### src/sv/assert_macros.svh
`ifndef ASSERT_MACROS_SVH
`define ASSERT_MACROS_SVH

// Clocked check, off while in reset
// Clocked check, also active during reset
`ifndef ASSERT_OFF
`define ASSERT_CLK(lbl, clk, rst_n, prop, msg) \
    lbl: assert property (@(posedge clk) disable iff (!rst_n) prop) else $error(msg);
`define ASSERT_RST(lbl, clk, prop, msg) \
    lbl: assert property (@(posedge clk) prop) else $error(msg);
`else
`define ASSERT_CLK(lbl, clk, rst_n, prop, msg)
`define ASSERT_RST(lbl, clk, prop, msg)
`endif

`endif

### src/sv/dcec_pkg.sv
package dcec_pkg;

    localparam int MAX_ADDR_W  = 12;
    localparam int QUEUE_DEPTH = 4;
    localparam int QPTR_W      = $clog2(QUEUE_DEPTH);
    localparam int CFG_IDX_W   = 2;
    localparam int CFG_DATA_W  = 2;

    typedef logic signed [31:0] q16_t;
    typedef logic signed [16:0] operand_t;
    typedef logic signed [47:0] energy_t;

    localparam q16_t Q16_ONE  = 32'sh0001_0000;
    localparam q16_t Q16_ZERO = 32'sh0000_0000;

    typedef enum logic [2:0] {
        OP_CAL_STRIP  = 3'd0,
        OP_CAL_TUNNEL = 3'd1,
        OP_WR_HIGH    = 3'd2,
        OP_WR_LOW     = 3'd3,
        OP_WR_TUNNEL  = 3'd4
    } op_t;

    typedef enum logic [1:0] {
        MODE_HIGH = 2'd0,
        MODE_LOW  = 2'd1,
        MODE_AUTO = 2'd2,
        MODE_NONE = 2'd3
    } gain_mode_t;

    typedef enum logic [CFG_IDX_W-1:0] {
        CFG_FRONT_MODE = 2'd0,
        CFG_BACK_MODE  = 2'd1
    } cfg_reg_t;

    typedef enum logic [1:0] {
        TBL_HIGH   = 2'd0,
        TBL_LOW    = 2'd1,
        TBL_TUNNEL = 2'd2
    } table_sel_t;

    typedef struct packed {
        logic                  cal;
        table_sel_t            tbl;
        logic                  zero;
        operand_t              operand;
        logic [MAX_ADDR_W-1:0] addr;
        q16_t                  gain;
        q16_t                  offset;
    } cmd_t;

endpackage

### src/sv/dcec_if.sv
interface dcec_hit_if import dcec_pkg::*; ();
    logic               valid;
    logic               ready;
    logic [2:0]         operation;
    logic [3:0]         board_index;
    logic [3:0]         channel;
    logic signed [9:0]  strip_number;
    logic signed [15:0] raw_energy;
    logic               preamp_low;
    q16_t               gain_value;
    q16_t               offset_value;

    modport source (
        output valid, operation, board_index, channel, strip_number, raw_energy,
               preamp_low, gain_value, offset_value,
        input  ready
    );
    modport sink (
        input  valid, operation, board_index, channel, strip_number, raw_energy,
               preamp_low, gain_value, offset_value,
        output ready
    );
endinterface


interface dcec_cfg_if import dcec_pkg::*; ();
    logic                  valid;
    logic                  ready;
    logic [CFG_IDX_W-1:0]  index;
    logic [CFG_DATA_W-1:0] data;

    modport source (output valid, index, data, input ready);
    modport sink (input valid, index, data, output ready);
endinterface

### src/sv/dcec_front.sv
module dcec_front import dcec_pkg::*; #(
    parameter int STRIP_BOARDS       = 16,
    parameter int TUNNEL_BOARDS      = 16,
    parameter int CHANNELS_PER_BOARD = 16
) (
    input  logic        clk,
    input  logic        rst_n,
    dcec_hit_if.sink    hit,
    dcec_cfg_if.sink    cfg,
    input  logic        q_full,
    input  logic        clearing,
    output logic        push,
    output cmd_t        cmd
);

    gain_mode_t front_mode_reg;
    gain_mode_t front_mode_next;
    gain_mode_t back_mode_reg;
    gain_mode_t back_mode_next;

    logic [MAX_ADDR_W-1:0] idx_full;
    logic        chan_ok;
    logic        strip_ok;
    logic        tunnel_ok;
    logic        strip_in_range;
    logic        is_front;
    gain_mode_t  mode_sel;
    gain_mode_t  mode_eff;
    operand_t    raw_x;
    operand_t    abs_raw;
    logic        keep;

    assign cfg.ready = 1'b1;

    always_comb
    begin
        front_mode_next = front_mode_reg;
        back_mode_next  = back_mode_reg;
        if (cfg.valid)
        begin
            case (cfg_reg_t'(cfg.index))
                CFG_FRONT_MODE: front_mode_next = gain_mode_t'(cfg.data);
                CFG_BACK_MODE:  back_mode_next  = gain_mode_t'(cfg.data);
                default:        ;
            endcase
        end
    end

    always_ff @(posedge clk or negedge rst_n)
    begin
        if (!rst_n)
        begin
            front_mode_reg <= MODE_HIGH;
            back_mode_reg  <= MODE_HIGH;
        end
        else
        begin
            front_mode_reg <= front_mode_next;
            back_mode_reg  <= back_mode_next;
        end
    end

    assign hit.ready = !q_full && !clearing;

    assign idx_full  = MAX_ADDR_W'(hit.board_index) * MAX_ADDR_W'(CHANNELS_PER_BOARD)
                     + MAX_ADDR_W'(hit.channel);
    assign chan_ok   = 32'(hit.channel) < CHANNELS_PER_BOARD;
    assign strip_ok  = chan_ok && (32'(hit.board_index) < STRIP_BOARDS);
    assign tunnel_ok = chan_ok && (32'(hit.board_index) < TUNNEL_BOARDS);

    assign strip_in_range = (hit.strip_number[9:8] == 2'b00);
    assign is_front       = !hit.strip_number[7];

    assign raw_x   = operand_t'(hit.raw_energy);
    assign abs_raw = hit.raw_energy[15] ? -raw_x : raw_x;

    always_comb
    begin
        mode_sel = is_front ? front_mode_reg : back_mode_reg;
        mode_eff = mode_sel;
        if (mode_sel == MODE_AUTO)
        begin
            mode_eff = hit.preamp_low ? MODE_LOW : MODE_HIGH;
        end
    end

    // Classify the beat: drop writes to absent entries and unused operations
    always_comb
    begin
        keep        = 1'b0;
        cmd         = '0;
        cmd.addr    = idx_full;
        cmd.gain    = hit.gain_value;
        cmd.offset  = hit.offset_value;
        cmd.operand = abs_raw;
        cmd.tbl     = TBL_HIGH;
        case (op_t'(hit.operation))
            OP_CAL_STRIP:
            begin
                keep        = 1'b1;
                cmd.cal     = 1'b1;
                cmd.tbl     = (mode_eff == MODE_LOW) ? TBL_LOW : TBL_HIGH;
                cmd.zero    = !strip_ok || !strip_in_range || (mode_eff == MODE_NONE);
                cmd.operand = is_front ? abs_raw : raw_x;
            end
            OP_CAL_TUNNEL:
            begin
                keep     = 1'b1;
                cmd.cal  = 1'b1;
                cmd.tbl  = TBL_TUNNEL;
                cmd.zero = !tunnel_ok;
            end
            OP_WR_HIGH:
            begin
                keep    = strip_ok;
                cmd.tbl = TBL_HIGH;
            end
            OP_WR_LOW:
            begin
                keep    = strip_ok;
                cmd.tbl = TBL_LOW;
            end
            OP_WR_TUNNEL:
            begin
                keep    = tunnel_ok;
                cmd.tbl = TBL_TUNNEL;
            end
            default:
            begin
                keep = 1'b0;
            end
        endcase
    end

    assign push = hit.valid && hit.ready && keep;

endmodule

### src/flat_wrapper.sv
// flat-port wrapper written by rule: the top's interface ports become plain ports
module dcec_front_flat import dcec_pkg::*;
#(
    parameter int STRIP_BOARDS       = 16,
    parameter int TUNNEL_BOARDS      = 16,
    parameter int CHANNELS_PER_BOARD = 16
)
  (clk, rst_n, q_full, clearing, push, cmd, hit_valid, hit_operation, hit_board_index, hit_channel, hit_strip_number, hit_raw_energy, hit_preamp_low, hit_gain_value, hit_offset_value, hit_ready, cfg_valid, cfg_index, cfg_data, cfg_ready);
  dcec_hit_if hit_i ();
  dcec_cfg_if cfg_i ();
  input  logic clk;
  input  logic rst_n;
  input  logic q_full;
  input  logic clearing;
  output logic push;
  output cmd_t cmd;
  input wire logic [$bits(hit_i.valid)-1:0] hit_valid;
  input wire logic [$bits(hit_i.operation)-1:0] hit_operation;
  input wire logic [$bits(hit_i.board_index)-1:0] hit_board_index;
  input wire logic [$bits(hit_i.channel)-1:0] hit_channel;
  input wire logic [$bits(hit_i.strip_number)-1:0] hit_strip_number;
  input wire logic [$bits(hit_i.raw_energy)-1:0] hit_raw_energy;
  input wire logic [$bits(hit_i.preamp_low)-1:0] hit_preamp_low;
  input wire logic [$bits(hit_i.gain_value)-1:0] hit_gain_value;
  input wire logic [$bits(hit_i.offset_value)-1:0] hit_offset_value;
  output wire logic [$bits(hit_i.ready)-1:0] hit_ready;
  input wire logic [$bits(cfg_i.valid)-1:0] cfg_valid;
  input wire logic [$bits(cfg_i.index)-1:0] cfg_index;
  input wire logic [$bits(cfg_i.data)-1:0] cfg_data;
  output wire logic [$bits(cfg_i.ready)-1:0] cfg_ready;
  assign hit_i.valid = hit_valid;
  assign hit_i.operation = hit_operation;
  assign hit_i.board_index = hit_board_index;
  assign hit_i.channel = hit_channel;
  assign hit_i.strip_number = hit_strip_number;
  assign hit_i.raw_energy = hit_raw_energy;
  assign hit_i.preamp_low = hit_preamp_low;
  assign hit_i.gain_value = hit_gain_value;
  assign hit_i.offset_value = hit_offset_value;
  assign hit_ready = hit_i.ready;
  assign cfg_i.valid = cfg_valid;
  assign cfg_i.index = cfg_index;
  assign cfg_i.data = cfg_data;
  assign cfg_ready = cfg_i.ready;
  dcec_front #(.STRIP_BOARDS(STRIP_BOARDS), .TUNNEL_BOARDS(TUNNEL_BOARDS), .CHANNELS_PER_BOARD(CHANNELS_PER_BOARD)) u_core (.clk(clk), .rst_n(rst_n), .hit(hit_i), .cfg(cfg_i), .q_full(q_full), .clearing(clearing), .push(push), .cmd(cmd));
endmodule
### config.mk
export PLATFORM = sky130hd
export DESIGN_NAME = dcec_front_flat
export DESIGN_NICKNAME = d
export VERILOG_FILES = /design/src/sv/assert_macros.svh /design/src/sv/dcec_pkg.sv /design/src/sv/dcec_if.sv /design/src/sv/dcec_front.sv /design/src/flat_wrapper.sv
export SDC_FILE = /design/constraint.sdc
export NUM_CORES = 1
export LEC_CHECK = 0
export BUFFER_PORTS_ARGS = -buffer_cell sky130_fd_sc_hd__buf_2
export CAP_MARGIN = 30
export CORE_AREA = 2 2 82 84
export CTS_BUF_LIST = sky130_fd_sc_hd__clkbuf_4 sky130_fd_sc_hd__clkbuf_8
export DETAILED_ROUTE_END_ITERATION = 8
export DIE_AREA = 0 0 84 86
export PLACE_DENSITY_LB_ADDON = 0.15
export SETUP_SLACK_MARGIN = 0.15
export SLEW_MARGIN = 20
export SYNTH_ARGS = -nofsm -noshare
export SYNTH_HDL_FRONTEND = slang
export SYNTH_SLANG_ARGS = --single-unit
### constraint.sdc
create_clock -name clk -period 1.5 [get_ports clk]
set_clock_uncertainty 0.15 [all_clocks]
set_input_delay 0.3 -clock clk [delete_from_list [all_inputs] [get_ports clk]]
set_output_delay 0.3 -clock clk [all_outputs]
set_load 0.05 [all_outputs]
==> results.md <==
- Status: complete, but fails checks
- Failing checks: setup timing
- # Max-Cap Violations: 0
- Remaining Overflow, GRT: 0
- Clk buf depth: 2
- Combinational family with the most area after synthesis: buffers and inverters
- TritonCTS clock tree: done
- Vias/cell: 4.23
- Pre-CTS setup slack: -0.724 ns
- DR pass1 iterations: 4
- YS warnings: 0
- Placed cell areas: 1530 µm²
- Largest net degree at the start of global routing: 7
- Seq cells post-synth: 4
- Ratio of final minimum period to clock period: 1.37
- Routed Antenna Nets: 0
- Critical Path Source Type: register
- GR Util met2: 0.154
- Leak: 0.902 nW
- Initial core utilization: 0.199
- Layout cells sized above 1: 0.874
- Post-synthesis xor/xnor area fraction: 0.0980
- Initial antenna violation count: 0
- Worst Path Class, Setup: register to output port
- WL/cell: 13.8 µm
- Vias in the first global route: 1,126
- Total GRT Usage: 0.0913
- Met1 Use GR: 0.0831
- CP max FO: 3
- Ports: 212
- Die height: 86 µm
- Avg Cell Area, Syn: 8.07 µm²
- Clock Sinks: 4
- Final instance area: 2030 µm²
- GPL Wtd Cong: 0.801
- Synth Area in Compound Gates: 0.104
- H-tree Lvls: 1
- Max IR drop VDD: 0.450 mV
- Final hold vios: 0
- Total number of vias: 1,066
- Worst path required time: 1.05 ns
- Power Dens Cells: 595 nW/µm²
- Crit path time final: 2.06 ns
- Max Slew Vio Count: 0
- Setup TNS: -7.44 ns
- Port Buf Inserts: 55
- Post-synthesis cell area: 1250 µm²
- Num CTS Buffers: 3
- Hold Path Class: primary input to register
- Area grow syn2layout: 62.3%
- Root buf cell: clkbuf_8
- Synth unique cells: 36
- Chip Width: 84 µm
- Setup WS post-layout: -0.556 ns
- DRC violations left: 0
- Final nets: 290
- Num rows: 29
- Ant diodes: 0
- Met3 Usage GRT: 0.0635
- Arr. time, crit path: 1.61 ns
- Post-DP HPWL: 2.84 mm
- Clock latency on the worst-skew pair: 0.22 ns
- Clock-pin slew on the worst setup and hold paths: 0.03 ns
- Final core occ: 0.324
- DRT iter0 DRCs: 5
- First-pass GRT wire length: 5.40 mm
- Final setup violating endpoints: 18
- Multiplexer share of the synthesized area: 0.0360
- Area share of fa/ha/maj cells after synthesis: 0.0100
- Pwr Total: 1.21 mW
- Die area: 7220 µm²
- CORE AREA: 6280 µm²
- Fmax: 486 MHz
- Final wirelength: 3.48 mm
- Synth Area in Simple Gates: 0.180
- Layer with the highest usage: met2
- Crit. End Element: output port
- Unrepaired setup endpoints after global routing: yes
- Register area share after synthesis: 0.0800
- Post-Synthesis Cells: 155
## area by class of cell
cell class	count	area [µm²]
Sequential cell	4	100
Multi-Input combinational cell	73	985
Timing Repair Buffer	92	797
Clock buffer	3	41.3
Fill cell	645	4250
Tap cell	77	96.3
Inverter	3	11.3
## layout by cell type (no fill, tap or decap), drive strengths merged, types with 2 or more instances in the layout
cell type / instances
buf: 91
nand2: 9
nor2: 5
nor3: 2
xnor2: 13
inv: 3
nor2b: 3
o21ai: 6
o41ai: 2
clkbuf: 3
o31ai: 4
dfrtp: 4
nand3: 2
nor4: 3
mux2: 4
nand3b: 2
conb: 5
## worst max-delay path, stage by stage (launching register included)
cell and delay (ns):
dfrtp_1 0.35, a211oi_1 0.08, a31oi_1 0.15, or4b_4 0.49, a21oi_4 0.15, buf_6 0.17
## stage by stage
| stage | hold WS [ns] | cells |
|---|---|---|
| after global placement | -0.0435 | 240 |
| after floorplan | -0.146 | 158 |
| after CTS | 0.179 | 249 |
| final | 0.184 | 252 |
| after detailed placement | -0.0389 | 240 |
| after global routing | 0.187 | 252 |
## layer usage
metal	wire length [µm]	vias up
met5	0	-
li1	-	476
met2	1620	91
met1	1060	465
met4	194	0
met3	610	34
## power breakdown
group          internal (mW)  total [mW]  switching [mW]
Clock                  0.171       0.228          0.0567
Combinational          0.381       0.836           0.455
Sequential             0.129       0.145          0.0152
## cells in the mapped netlist (all sizes together)
master,count,area share
xor2,1,0.0070
nor3,2,0.0080
or4b,1,0.0080
nand3,2,0.0080
dfrtp,4,0.080
and2,1,0.0050
a21oi,1,0.0040
and3,1,0.0050
a31oi,1,0.0050
o21a,1,0.0060
nor4,3,0.027
mux2,4,0.036
inv,3,0.0090
nand2,9,0.027
o41ai,2,0.020
nor4b,1,0.019
a211oi,1,0.0060
nand4b,1,0.019
o31ai,4,0.039
conb,2,0.0060
nor2,5,0.015
nor3b,1,0.0060
xnor2,13,0.091
or4,1,0.0090
o21ai,6,0.024
ha,1,0.010
nand3b,2,0.012
buf,79,0.48
nor2b,2,0.012
## what timing repair did
item | 4_1_cts | 5_1_grt
endpoints found under the setup margin | 21 | 20
endpoints found under the hold margin | 4 | 0
cloned | 1 | 0
buffers inserted | 4 | 3
hold buffers | 1 | 0
resized for setup | 88 | 11
pin swaps | 14 | 12
## cell families (layout without fill, tap and decap cells)
family                     count (synthesis)  in the layout
DFF                                        4              4
other                                      2              5
buffers and inverters                     82             98
adders and majority gates                  1              1
AOI/OAI and AO/OA                         16             16
xor gates and xnor gates                  14             14
and+or+nand+nor                           32             33
muxes                                      4              4
## final timing paths
path	start	to	slack [ns]	cells after the start
hold / removal	cfg_data[1]	u_core.back_mode_reg[1]	0.18	2
setup / recovery	u_core.front_mode_reg[1]	cmd[94]	-0.56	5
hold reg to reg	u_core.back_mode_reg[0]	u_core.back_mode_reg[0]	0.38	1
max in group asynchronous	rst_n	u_core.front_mode_reg[1]	0.81	2
min in group asynchronous	rst_n	u_core.back_mode_reg[1]	0.27	2
setup reg to reg	u_core.back_mode_reg[1]	u_core.back_mode_reg[1]	0.58	1
Note: power is estimated with default switching activity, not from simulation.
