<file path="config.mk">
export PLATFORM = sky130hd
export DESIGN_NAME = dcec_fifo
export DESIGN_NICKNAME = d
export VERILOG_FILES = /design/src/sv/assert_macros.svh /design/src/sv/dcec_pkg.sv /design/src/sv/dcec_fifo.sv
export SDC_FILE = /design/constraint.sdc
export NUM_CORES = 1
export LEC_CHECK = 0
export ABC_AREA = 1
export BUFFER_PORTS_ARGS = -buffer_cell sky130_fd_sc_hd__buf_2
export CORE_UTILIZATION = 45
export CTS_BUF_LIST = sky130_fd_sc_hd__clkbuf_4
export CTS_CLUSTER_DIAMETER = 50
export DETAILED_ROUTE_END_ITERATION = 16
export GPL_TIMING_DRIVEN = 0
export PLACE_DENSITY = 0.75
export SYNTH_ARGS = -nofsm -noshare
export SYNTH_HDL_FRONTEND = slang
export SYNTH_SLANG_ARGS = --single-unit
</file>
<file path="constraint.sdc">
create_clock -name clk -period 7.5 [get_ports clk]
set_clock_uncertainty 0.1 [all_clocks]
set_input_delay 0.75 -clock clk [delete_from_list [all_inputs] [get_ports clk]]
set_output_delay 0.75 -clock clk [all_outputs]
set_load 0.05 [all_outputs]
</file>
<file path="src/sv/assert_macros.svh">
`ifndef ASSERT_MACROS_SVH
`define ASSERT_MACROS_SVH

// Clocked check, off while in reset
// Clocked check, also active during reset
`ifndef ASSERT_OFF
`define ASSERT_CLK(lbl, clk, rst_n, prop, msg) \
    lbl: assert property (@(posedge clk) disable iff (!rst_n) prop) else $error(msg);
`define ASSERT_RST(lbl, clk, prop, msg) \
    lbl: assert property (@(posedge clk) prop) else $error(msg);
`else
`define ASSERT_CLK(lbl, clk, rst_n, prop, msg)
`define ASSERT_RST(lbl, clk, prop, msg)
`endif

`endif

</file>
<file path="src/sv/dcec_pkg.sv">
package dcec_pkg;

    localparam int MAX_ADDR_W  = 12;
    localparam int QUEUE_DEPTH = 4;
    localparam int QPTR_W      = $clog2(QUEUE_DEPTH);
    localparam int CFG_IDX_W   = 2;
    localparam int CFG_DATA_W  = 2;

    typedef logic signed [31:0] q16_t;
    typedef logic signed [16:0] operand_t;
    typedef logic signed [47:0] energy_t;

    localparam q16_t Q16_ONE  = 32'sh0001_0000;
    localparam q16_t Q16_ZERO = 32'sh0000_0000;

    typedef enum logic [2:0] {
        OP_CAL_STRIP  = 3'd0,
        OP_CAL_TUNNEL = 3'd1,
        OP_WR_HIGH    = 3'd2,
        OP_WR_LOW     = 3'd3,
        OP_WR_TUNNEL  = 3'd4
    } op_t;

    typedef enum logic [1:0] {
        MODE_HIGH = 2'd0,
        MODE_LOW  = 2'd1,
        MODE_AUTO = 2'd2,
        MODE_NONE = 2'd3
    } gain_mode_t;

    typedef enum logic [CFG_IDX_W-1:0] {
        CFG_FRONT_MODE = 2'd0,
        CFG_BACK_MODE  = 2'd1
    } cfg_reg_t;

    typedef enum logic [1:0] {
        TBL_HIGH   = 2'd0,
        TBL_LOW    = 2'd1,
        TBL_TUNNEL = 2'd2
    } table_sel_t;

    typedef struct packed {
        logic                  cal;
        table_sel_t            tbl;
        logic                  zero;
        operand_t              operand;
        logic [MAX_ADDR_W-1:0] addr;
        q16_t                  gain;
        q16_t                  offset;
    } cmd_t;

endpackage

</file>
<file path="src/sv/dcec_fifo.sv">
module dcec_fifo import dcec_pkg::*; (
    input  logic clk,
    input  logic rst_n,
    input  logic push,
    input  cmd_t push_cmd,
    input  logic pop,
    output cmd_t head,
    output logic empty,
    output logic full
);

    cmd_t              slot_reg [QUEUE_DEPTH];
    logic [QPTR_W-1:0] wr_ptr_reg;
    logic [QPTR_W-1:0] wr_ptr_next;
    logic [QPTR_W-1:0] rd_ptr_reg;
    logic [QPTR_W-1:0] rd_ptr_next;
    logic [QPTR_W:0]   count_reg;
    logic [QPTR_W:0]   count_next;

    assign empty = (count_reg == '0);
    assign full  = (count_reg == (QPTR_W+1)'(QUEUE_DEPTH));
    assign head  = slot_reg[rd_ptr_reg];

    always_comb
    begin
        wr_ptr_next = push ? wr_ptr_reg + 1'b1 : wr_ptr_reg;
        rd_ptr_next = pop ? rd_ptr_reg + 1'b1 : rd_ptr_reg;
        count_next  = count_reg;
        if (push && !pop)
        begin
            count_next = count_reg + 1'b1;
        end
        else if (pop && !push)
        begin
            count_next = count_reg - 1'b1;
        end
    end

    always_ff @(posedge clk or negedge rst_n)
    begin
        if (!rst_n)
        begin
            wr_ptr_reg <= '0;
            rd_ptr_reg <= '0;
            count_reg  <= '0;
        end
        else
        begin
            wr_ptr_reg <= wr_ptr_next;
            rd_ptr_reg <= rd_ptr_next;
            count_reg  <= count_next;
        end
    end

    always_ff @(posedge clk)
    begin
        if (push)
        begin
            slot_reg[wr_ptr_reg] <= push_cmd;
        end
    end

endmodule

</file>
==> results of run 1 <==
[worst max-delay path: stages (launching register included)]
cell,delay (ns)
dfrtp_1,0.35
buf_2,0.21
inv_2,0.23
clkbuf_1,0.51
o211ai_1,0.18
nand2_1,0.12
buf_2,0.27
[worst max-delay path by stage]
stage	start	endpoint	slack (ns)	cells past startpoint
CTS	rd_ptr_reg[1]$_DFFE_PN0P_	head[55]	3.89	6
finish	rd_ptr_reg[1]$_DFFE_PN0P_	head[56]	4.02	6
detailed placement	push	slot_reg[0][31]$_DFFE_PP_	4.72	5
global route	rd_ptr_reg[1]$_DFFE_PN0P_	head[61]	3.79	6
global placement	push	slot_reg[3][36]$_DFFE_PP_	2.35	4
floorplan	push	slot_reg[0][0]$_DFFE_PP_	4.03	3
[synth_stat cells, drive strengths merged]
cell type | n | area, sq um
nand3 | 1 | 5.00
edfxtp | 388 | 11700
o211ai | 194 | 1460
dfrtp | 7 | 175
inv | 206 | 773
nand4 | 1 | 6.26
xor2 | 3 | 26.3
buf | 50 | 263
fa | 1 | 20.0
clkbuf | 15 | 56.3
ha | 5 | 62.6
xnor2 | 1 | 8.76
o21ai | 1 | 5.00
nand2 | 304 | 1140
nor3 | 2 | 10.0
[cells in the final DEF, fill, tap and decap left out, drive strengths merged]
master	synthesis	routed
nand3	1	1
dlygate4sd3	0	2
o21ai	1	1
edfxtp	388	388
nand2	304	304
buf	50	253
bufinv	0	3
ha	5	5
inv	206	208
xnor2	1	1
clkbuf	15	157
nand4	1	1
diode	0	2
fa	1	1
o211ai	194	194
nor3	2	2
clkinv	0	26
xor2	3	3
dfrtp	7	7
[layer usage]
layer	global-route usage [%]	routed length, um
met1	25.0	14300
met3	5.61	2590
met2	34.6	18000
met5	0	50
met4	7.85	669
[cell type report]
type                            instances  area, sq um  area share [%]
Antenna cell                            2         5.00          0.0269
Buffer                                 65          319            1.71
Clock buffer                          142         1070            5.72
Clock inverter                         31          200            1.07
Inverter                              206          791            4.24
Multi-Input combinational cell        513         2740            14.7
Sequential cell                       395        11800            63.5
Tap cell                              448          561            3.01
Timing Repair Buffer                  205         1130            6.04
[through the flow]
stage | setup WS (ns) | cells
after global routing | 3.79 | 2006
final | 4.02 | 2007
after CTS | 3.89 | 2005
after floorplan | 4.03 | 1179
after global placement | 2.35 | 1826
after detailed placement | 4.72 | 1830
[cell families (layout without fill, tap and decap cells)]
kind of cell | count (synthesis) | in the layout
other | 0 | 2
XOR/XNOR | 4 | 4
AND/OR/NAND/NOR | 308 | 308
adder cells (fa/ha/maj) | 6 | 6
AO/OA/AOI/OAI | 195 | 195
buffers and inverters | 271 | 649
flip-flops | 395 | 395
[report_power, final]
group / leakage [nW] / switching, mW / internal, mW / total (mW)
clock: 0.754 / 0.828 / 0.970 / 1.80
combinational: 3.25 / 3.05 / 0.866 / 3.92
sequential: 3.65 / 0.0974 / 2.88 / 2.98
total: 7.65 / 3.98 / 4.72 / 8.70
==> impl_metrics.py, run 1 <==
metrics = {
    "critical_path": {
        "critPathArrivalTime_ns": 2.63,
        "reg2reg_depth": 5,
        "rrSetupSlack_ns": 5.26,
        "cp_max_fo": 10,
        "cp-end-kind": "primary output",
        "rr_startpoint": "wr_ptr_reg[0]$_DFFE_PN0P_",
        "critPathKind": "reg -> out",
        "startpoint_type": "register",
        "reg2reg_to": "slot_reg[0][23]$_DFFE_PP_",
        "required_ns": 6.65,
    },
    "timing": {
        "min_period_ns": 3.48,
        "rsz0062_at_grt": "no",
        "setup-tns-final_ns": 0,
        "timing.fmax_mhz": 288,
        "finalCritPeriodShare_pct": 46.4,
        "maxSlewHeadroom_pct": 37.7,
        "slew_viol_final": 0,
        "worst_slew_pin_slew_ns": 0.935,
        "finalHoldViolations": 0,
        "finalSetupViolCount": 0,
        "holdWs_ns": 0.103,
    },
    "synthesis": {
        "synthXorXnorAreaFrac_pct": 0.224,
        "synthAdderAreaFrac_pct": 0.527,
        "synthSimpleGateAreaFrac_pct": 7.42,
        "synthMuxAreaShare_pct": 0,
        "ys_seq_elements": 395,
        "synth_top_family_by_area": "compound AO/OA/AOI/OAI gates",
        "syn_avg_cell_area_sq_um": 13.3,
        "synth-seq-area-share_pct": 75.5,
        "synth-compound-area-share_pct": 9.33,
        "ys_warn_count": 0,
        "synthesis.nets": 1286,
        "synthCells": 1179,
        "syn-cell-area_sq_um": 15700,
        "ys_types": 19,
    },
    "global_routing": {
        "grt_pass1_vias": 10300,
        "track_usage_pct": 20.5,
        "grt_pass1_wl_um": 55200,
        "overflow": 0,
        "grt_start_max_net_pins": 74,
        "antenna_found_initial": 5,
    },
    "drt": {
        "first_pass_iters": 5,
        "drc": 0,
        "vias": 10100,
        "routedWlPerCell_um": 17.7,
        "routed_wl_um": 35600,
        "ant_nets": 0,
        "vias_per_cell": 5.01,
        "dr.first_iter.drc_count": 789,
    },
    "cts": {
        "cts-htree-levels": 3,
        "clkTransAtPathRegs_ns": 0.06,
        "cts_tree": "done",
        "post-cts-setup-buffers": 0,
        "cts_buffer_depth": 3,
        "hold_buffers": 2,
        "cts_sinks": 395,
        "root_buffer": "clkbuf_4",
        "cts_buffers": 100,
        "clock_latency_ns": 0.75,
        "post_cts_resized": 0,
    },
    "power": {
        "p_leak_nw": 7.65,
        "power_mw": 8.70,
        "vdd_ir_drop_max_mv": 0.281,
        "powerDensity_nw_per_um2": 467,
    },
    "floorplan": {
        "core-area_sq_um": 33900,
        "io-pin-count": 200,
        "die_h_um": 189,
        "num_rows": 67,
        "die_w_um": 189,
        "die_area_sq_um": 35500,
        "start_util_pct": 46.2,
    },
    "cells_and_area": {
        "finish.utilization_pct": 55.0,
        "area_growth_pct": 19.0,
        "fill_cells": 2767,
        "fin_nets": 1593,
        "fin_area_sq_um": 18600,
        "largest_register_ffs": 388,
        "drive_gt1_share_pct": 25.9,
    },
    "run": {
        "drv_cap": 0,
    },
    "placed_design": {
        "placed_area_sq_um": 17300,
        "routabilityCongestion": 0.780,
        "dp_hpwl_um": 21100,
        "portBuffers": 199,
    },
    "min_path": {
        "hold_end": "slot_reg[1][59]$_DFFE_PP_",
        "min_from": "push_cmd[59]",
        "holdPathStages": 1,
        "min_path_type": "in -> reg",
    },
    "status": {
        "status": "finished clean",
    },
}
Note: power is estimated with default switching activity, not from simulation.
==> inputs of run 2 (changes only) <==
- clock period: 7.5 -> 3.2 ns (I/O delays scaled with it)
==> run 2 against run 1 <==
Power grew 140%. Sequential share of layout area decreased by 3.2 points. Clock-buffer cell count did not move. Sequential cell count did not move. Final cell count is 4.9% higher. Sequential power rose by 130%. Clock power rose by 140%. Setup slack got worse by 3.8 ns. Die area unchanged. Utilization rose by 2.9 points. Wire length grew 5.3%. Critical path type unchanged. Largest cell class unchanged.
==> impl_metrics.py, run 2 (synthesis results as in run 1) <==
metrics = {
    "status": {
        "status": "finished clean",
    },
    "cts": {
        "clkTransAtPathRegs_ns": 0.08,
        "clock_latency_ns": 0.75,
        "root_buffer": "clkbuf_4",
        "cts_tree": "done",
        "cts_buffers": 100,
        "post-cts-setup-buffers": 0,
        "cts_buffer_depth": 3,
        "cts-htree-levels": 3,
        "cts_sinks": 395,
    },
    "drt": {
        "routed-wl-met2_um": 19200,
        "vias": 10500,
        "wl_met3_um": 2680,
        "dr.first_iter.drc_count": 697,
        "routedWlPerCell_um": 17.8,
        "first_pass_iters": 5,
        "top_layer": "met4",
        "ant_nets": 0,
        "routed_wl_um": 37500,
        "met1Wirelength_um": 14900,
        "drc": 0,
        "vias_per_cell": 4.98,
    },
    "critical_path": {
        "cp_max_fo": 10,
        "critPathArrivalTime_ns": 2.56,
        "critPathKind": "reg -> out",
        "startpoint_type": "register",
        "required_ns": 2.78,
        "crit_path_start": "rd_ptr_reg[1]$_DFFE_PN0P_",
        "rr_startpoint": "wr_ptr_reg[0]$_DFFE_PN0P_",
        "cp-end-kind": "primary output",
    },
    "timing": {
        "rsz0062_at_grt": "no",
        "holdWs_ns": 0.213,
        "timing.fmax_mhz": 335,
        "slew_viol_final": 0,
        "finalCritPeriodShare_pct": 93.3,
        "setup-tns-final_ns": 0,
        "maxSlewHeadroom_pct": 35.9,
        "worst_slew_pin_slew_ns": 0.961,
        "setup_slack_ns": 0.216,
        "min_period_ns": 2.98,
        "finalHoldViolations": 0,
        "finalSetupViolCount": 0,
    },
    "run": {
        "drv_cap": 0,
    },
    "floorplan": {
        "io-pin-count": 200,
        "die_w_um": 189,
        "die_h_um": 189,
        "core-area_sq_um": 33900,
        "start_util_pct": 46.2,
        "num_rows": 67,
        "die_area_sq_um": 35500,
    },
    "cells_and_area": {
        "final_cells": 2106,
        "largest_register_ffs": 388,
        "regArea_sq_um": 11800,
        "fill_cells": 2644,
        "fin_nets": 1692,
        "final_cell_mix": "388 x edfxtp_1, 304 x nand2_1, 238 x buf_2",
        "final_common_cell": "edfxtp_1",
        "finish.utilization_pct": 58.0,
        "fin_area_sq_um": 19600,
        "multi_input_area_sq_um": 2740,
        "drive_gt1_share_pct": 24.5,
        "area_growth_pct": 25.3,
    },
    "placed_design": {
        "routabilityCongestion": 0.780,
        "pre_cts_ws_ns": 0.845,
        "placed_area_sq_um": 17300,
        "dp.cells": 1830,
        "dp_hpwl_um": 21100,
        "portBuffers": 199,
    },
    "power": {
        "p_leak_nw": 8.07,
        "powerDensity_nw_per_um2": 1050,
        "power_mw": 20.6,
        "vdd_ir_drop_max_mv": 0.825,
    },
    "global_routing": {
        "track_usage_pct": 21.6,
        "grt_pass1_wl_um": 58500,
        "antenna_found_initial": 2,
        "grt_pass1_vias": 11000,
        "overflow": 0,
        "grt_start_max_net_pins": 74,
    },
    "min_path": {
        "min_path_type": "in -> reg",
        "min_from": "push_cmd[72]",
    },
}
==> run 2: worst max-delay path: stages, from the launching register on <==
cell	delay, ns
dfrtp_1	0.35
buf_2	0.21
inv_2	0.23
clkbuf_1	0.45
o211ai_1	0.17
nand2_1	0.13
buf_2	0.27
==> run 2: final cells by class <==
type,instances,share of cell area (%)
plain buffers,65,1.64
clock buffers,142,5.43
well taps,448,2.86
clock inverters,31,1.02
inverters,206,4.03
flip-flops and latches,395,60.2
repair buffers,304,10.8
diodes,2,0.0255
multi-input cells,513,14.0
==> run 2: per-layer routing <==
layer / vias up / GRT usage (%)
li1: 4989 / -
met1: 5027 / 26.0
met2: 402 / 37.3
met3: 64 / 5.20
met4: 0 / 8.56
met5: - / 0
==> run 2: worst paths after layout <==
check                                             to  slack (ns)  depth (start not counted)
max in group asynchronous  rd_ptr_reg[1]$_DFFE_PN0P_        2.32                          3
hold / removal             slot_reg[2][72]$_DFFE_PP_        0.21                          2
setup / recovery                            head[51]        0.22                          6
hold reg to reg             count_reg[2]$_DFFE_PN0P_        0.43                          2
min in group asynchronous   count_reg[2]$_DFFE_PN0P_        0.43                          3
setup reg to reg           slot_reg[0][32]$_DFFE_PP_        0.95                          5
==> run 2: repair_timing <==
action,in CTS,in global routing
endpoints found under the hold margin,402,0
setup endpoints to repair,0,12
hold buffers,101,0
resized for setup,0,4
==> run 2: report_power, final <==
part / total (mW) / switching (mW) / internal, mW
Sequential: 6.99 / 0.233 / 6.76
Combinational: 9.31 / 7.20 / 2.11
Clock: 4.25 / 1.98 / 2.27
Total: 20.6 / 9.41 / 11.1
==> inputs of run 3 (changes only) <==
- ABC_AREA: 1 -> not set
- TNS_END_PERCENT: not set -> 1
==> run 3 against run 2 <==
Synthesized cell count decreased by 54%. Worst hold slack improved by 0.050 ns. Non-clock buffer count decreased by 41. Via count decreased by 32%. Wire length decreased by 25%. Area after synthesis decreased by 8.3%. Critical path type unchanged.
==> impl_metrics.py, run 3 <==
metrics = {
    "status": {
        "status": "finished clean",
    },
    "floorplan": {
        "io-pin-count": 200,
        "die_area_sq_um": 32600,
        "die_w_um": 181,
        "num_rows": 65,
        "die_h_um": 181,
        "start_util_pct": 45.6,
        "core-area_sq_um": 31500,
    },
    "timing": {
        "setup_slack_ns": 0.225,
        "setup-tns-final_ns": 0,
        "finalCritPeriodShare_pct": 93.0,
        "worst_slew_pin_slew_ns": 0.784,
        "rsz0062_at_grt": "no",
        "maxSlewHeadroom_pct": 47.7,
        "slew_viol_final": 0,
        "min_period_ns": 2.97,
        "finalSetupViolCount": 0,
        "timing.fmax_mhz": 336,
        "finalHoldViolations": 0,
    },
    "cts": {
        "cts_sinks": 395,
        "cts_buffers": 99,
        "cts-htree-levels": 3,
        "clkTransAtPathRegs_ns": 0.06,
        "cts_tree": "done",
        "cts_buffer_depth": 3,
        "root_buffer": "clkbuf_4",
        "clock_latency_ns": 0.67,
    },
    "synthesis": {
        "yosys_most_used_dff": "edfxtp_1",
        "ys_top_cells_by_count": "388 x edfxtp_1, 97 x mux4_2, 12 x buf_2",
        "synth_edf_count": 388,
        "ys_types": 20,
        "ys_seq_elements": 395,
        "synth_largest_area_cell": "edfxtp_1",
        "synthesis.nets": 648,
        "syn-cell-area_sq_um": 14400,
        "synth_top_area_share_pct": 81.1,
        "yosysMostFrequentCell": "edfxtp_1",
        "synth-seq-area-share_pct": 82.4,
        "ys_top_cells_by_area": "edfxtp_1 81%, mux4_2 15%, dfrtp_1 1.2%",
        "async_reset_ff_share_pct": 1.77,
        "synthCells": 541,
        "ys_warn_count": 0,
        "syn_avg_cell_area_sq_um": 26.5,
    },
    "global_routing": {
        "overflow": 0,
        "antenna_found_initial": 3,
        "grt_pass1_vias": 8073,
        "grt_pass1_wl_um": 43900,
        "grt_start_max_net_pins": 57,
        "track_usage_pct": 18.0,
    },
    "cells_and_area": {
        "fin_nets": 1055,
        "final_cell_mix": "388 x edfxtp_1, 211 x buf_2, 148 x clkbuf_4",
        "fill_cells": 2291,
        "drive_gt1_share_pct": 47.2,
        "regArea_sq_um": 11800,
        "multi_input_area_sq_um": 2390,
        "largest_register_ffs": 388,
        "final_common_cell": "edfxtp_1",
        "fin_area_sq_um": 18200,
        "area_growth_pct": 26.8,
    },
    "critical_path": {
        "critPathKind": "reg -> out",
        "cpMostUsedCell": "buf_2",
        "cp_max_fo": 10,
        "critPathArrivalTime_ns": 2.55,
        "cp-end-kind": "primary output",
        "path_buf_inv": 3,
        "slowest_delay_ns": 0.63,
        "crit_path_cell_trace": "buf_2, clkbuf_1, mux4_2, buf_2",
        "required_ns": 2.78,
        "cp_slowest_cell": "clkbuf_1",
        "crit_cells": 4,
        "startpoint_type": "register",
        "reg2reg_depth": 4,
        "cp_top_family": "buffers and inverters",
    },
    "drt": {
        "ant_nets": 0,
        "routedWlPerCell_um": 20.0,
        "drc": 0,
        "vias_per_cell": 5.06,
        "vias": 7162,
        "routed_wl_um": 28200,
        "first_pass_iters": 6,
        "dr.first_iter.drc_count": 396,
    },
    "placed_design": {
        "placed_area_sq_um": 16000,
        "dp_hpwl_um": 16100,
        "routabilityCongestion": 0.681,
        "portBuffers": 199,
        "pre_cts_ws_ns": 0.851,
    },
    "min_path": {
        "min_path_type": "in -> reg",
        "holdPathStages": 2,
    },
    "power": {
        "vdd_ir_drop_max_mv": 0.518,
        "p_leak_nw": 6.45,
        "powerDensity_nw_per_um2": 999,
    },
    "run": {
        "drv_cap": 0,
    },
}
## run 3: layout make-up
| cell class | instances | share of cell area [%] |
|---|---|---|
| Sequential cell | 395 | 64.9 |
| Multi-Input combinational cell | 120 | 13.2 |
| Timing Repair Buffer | 306 | 11.8 |
| Clock buffer | 148 | 6.10 |
| Tap cell | 402 | 2.76 |
| Buffer | 22 | 0.735 |
| Clock inverter | 15 | 0.337 |
| Inverter | 4 | 0.0825 |
| Antenna cell | 3 | 0.0412 |
## run 3: path summary, 6_finish.rpt
check                                          start                         to  slack [ns]
setup / recovery           rd_ptr_reg[1]$_DFFE_PN0P_                   head[26]        0.23
hold / removal                          push_cmd[69]  slot_reg[0][69]$_DFFE_PP_        0.26
setup reg to reg           wr_ptr_reg[0]$_DFFE_PN0P_  slot_reg[0][61]$_DFFE_PP_        1.06
hold reg to reg             count_reg[2]$_DFFE_PN0P_   count_reg[2]$_DFFE_PN0P_        0.41
max in group asynchronous                      rst_n  wr_ptr_reg[0]$_DFFE_PN0P_        2.23
min in group asynchronous                      rst_n  rd_ptr_reg[0]$_DFFE_PN0P_        0.52
## run 3: report_power, final
group          leakage (nW)  internal, mW  switching (mW)  total [mW]
Sequential             3.65          6.76           0.212        6.97
Combinational          2.09          2.22            5.04        7.26
Clock                 0.716          2.08            1.87        3.96
## run 3: cell families after synthesis
logic type,after synthesis,synth area share (%)
flops,395,82.4
mux,98,15.3
buf+inv,26,1.03
simple gates,9,0.340
xor+xnor,6,0.366
fa+ha+maj,6,0.575
compound gates,1,0.0348
## run 3: timing repair
item,4_1_cts,5_1_grt
hold buffers,101,0
endpoints found under the setup margin,0,8
gates resized for setup,0,3
hold endpoints to repair,401,0
setup buffers,0,0
## run 3: stage by stage
step	cells	hold slack, ns	utilization [%]	power (mW)
6_report	1415	0.263	57.9	18.2
5_1_grt	1415	0.187	57.9	19.1
3_5_place_dp	1148	0.0605	50.9	14.4
2_1_floorplan	541	-0.0756	-	12.6
3_3_place_gp	1142	0.0590	50.4	14.3
4_1_cts	1412	0.170	57.8	18.5
## run 3: routing by layer
layer / global-route usage (%) / wire length [um] / up-vias
met5: 0 / 0 / -
met4: 7.32 / 552 / 0
met3: 5.70 / 1760 / 56
met2: 30.0 / 14400 / 237
met1: 21.6 / 11500 / 3652
li1: - / - / 3217
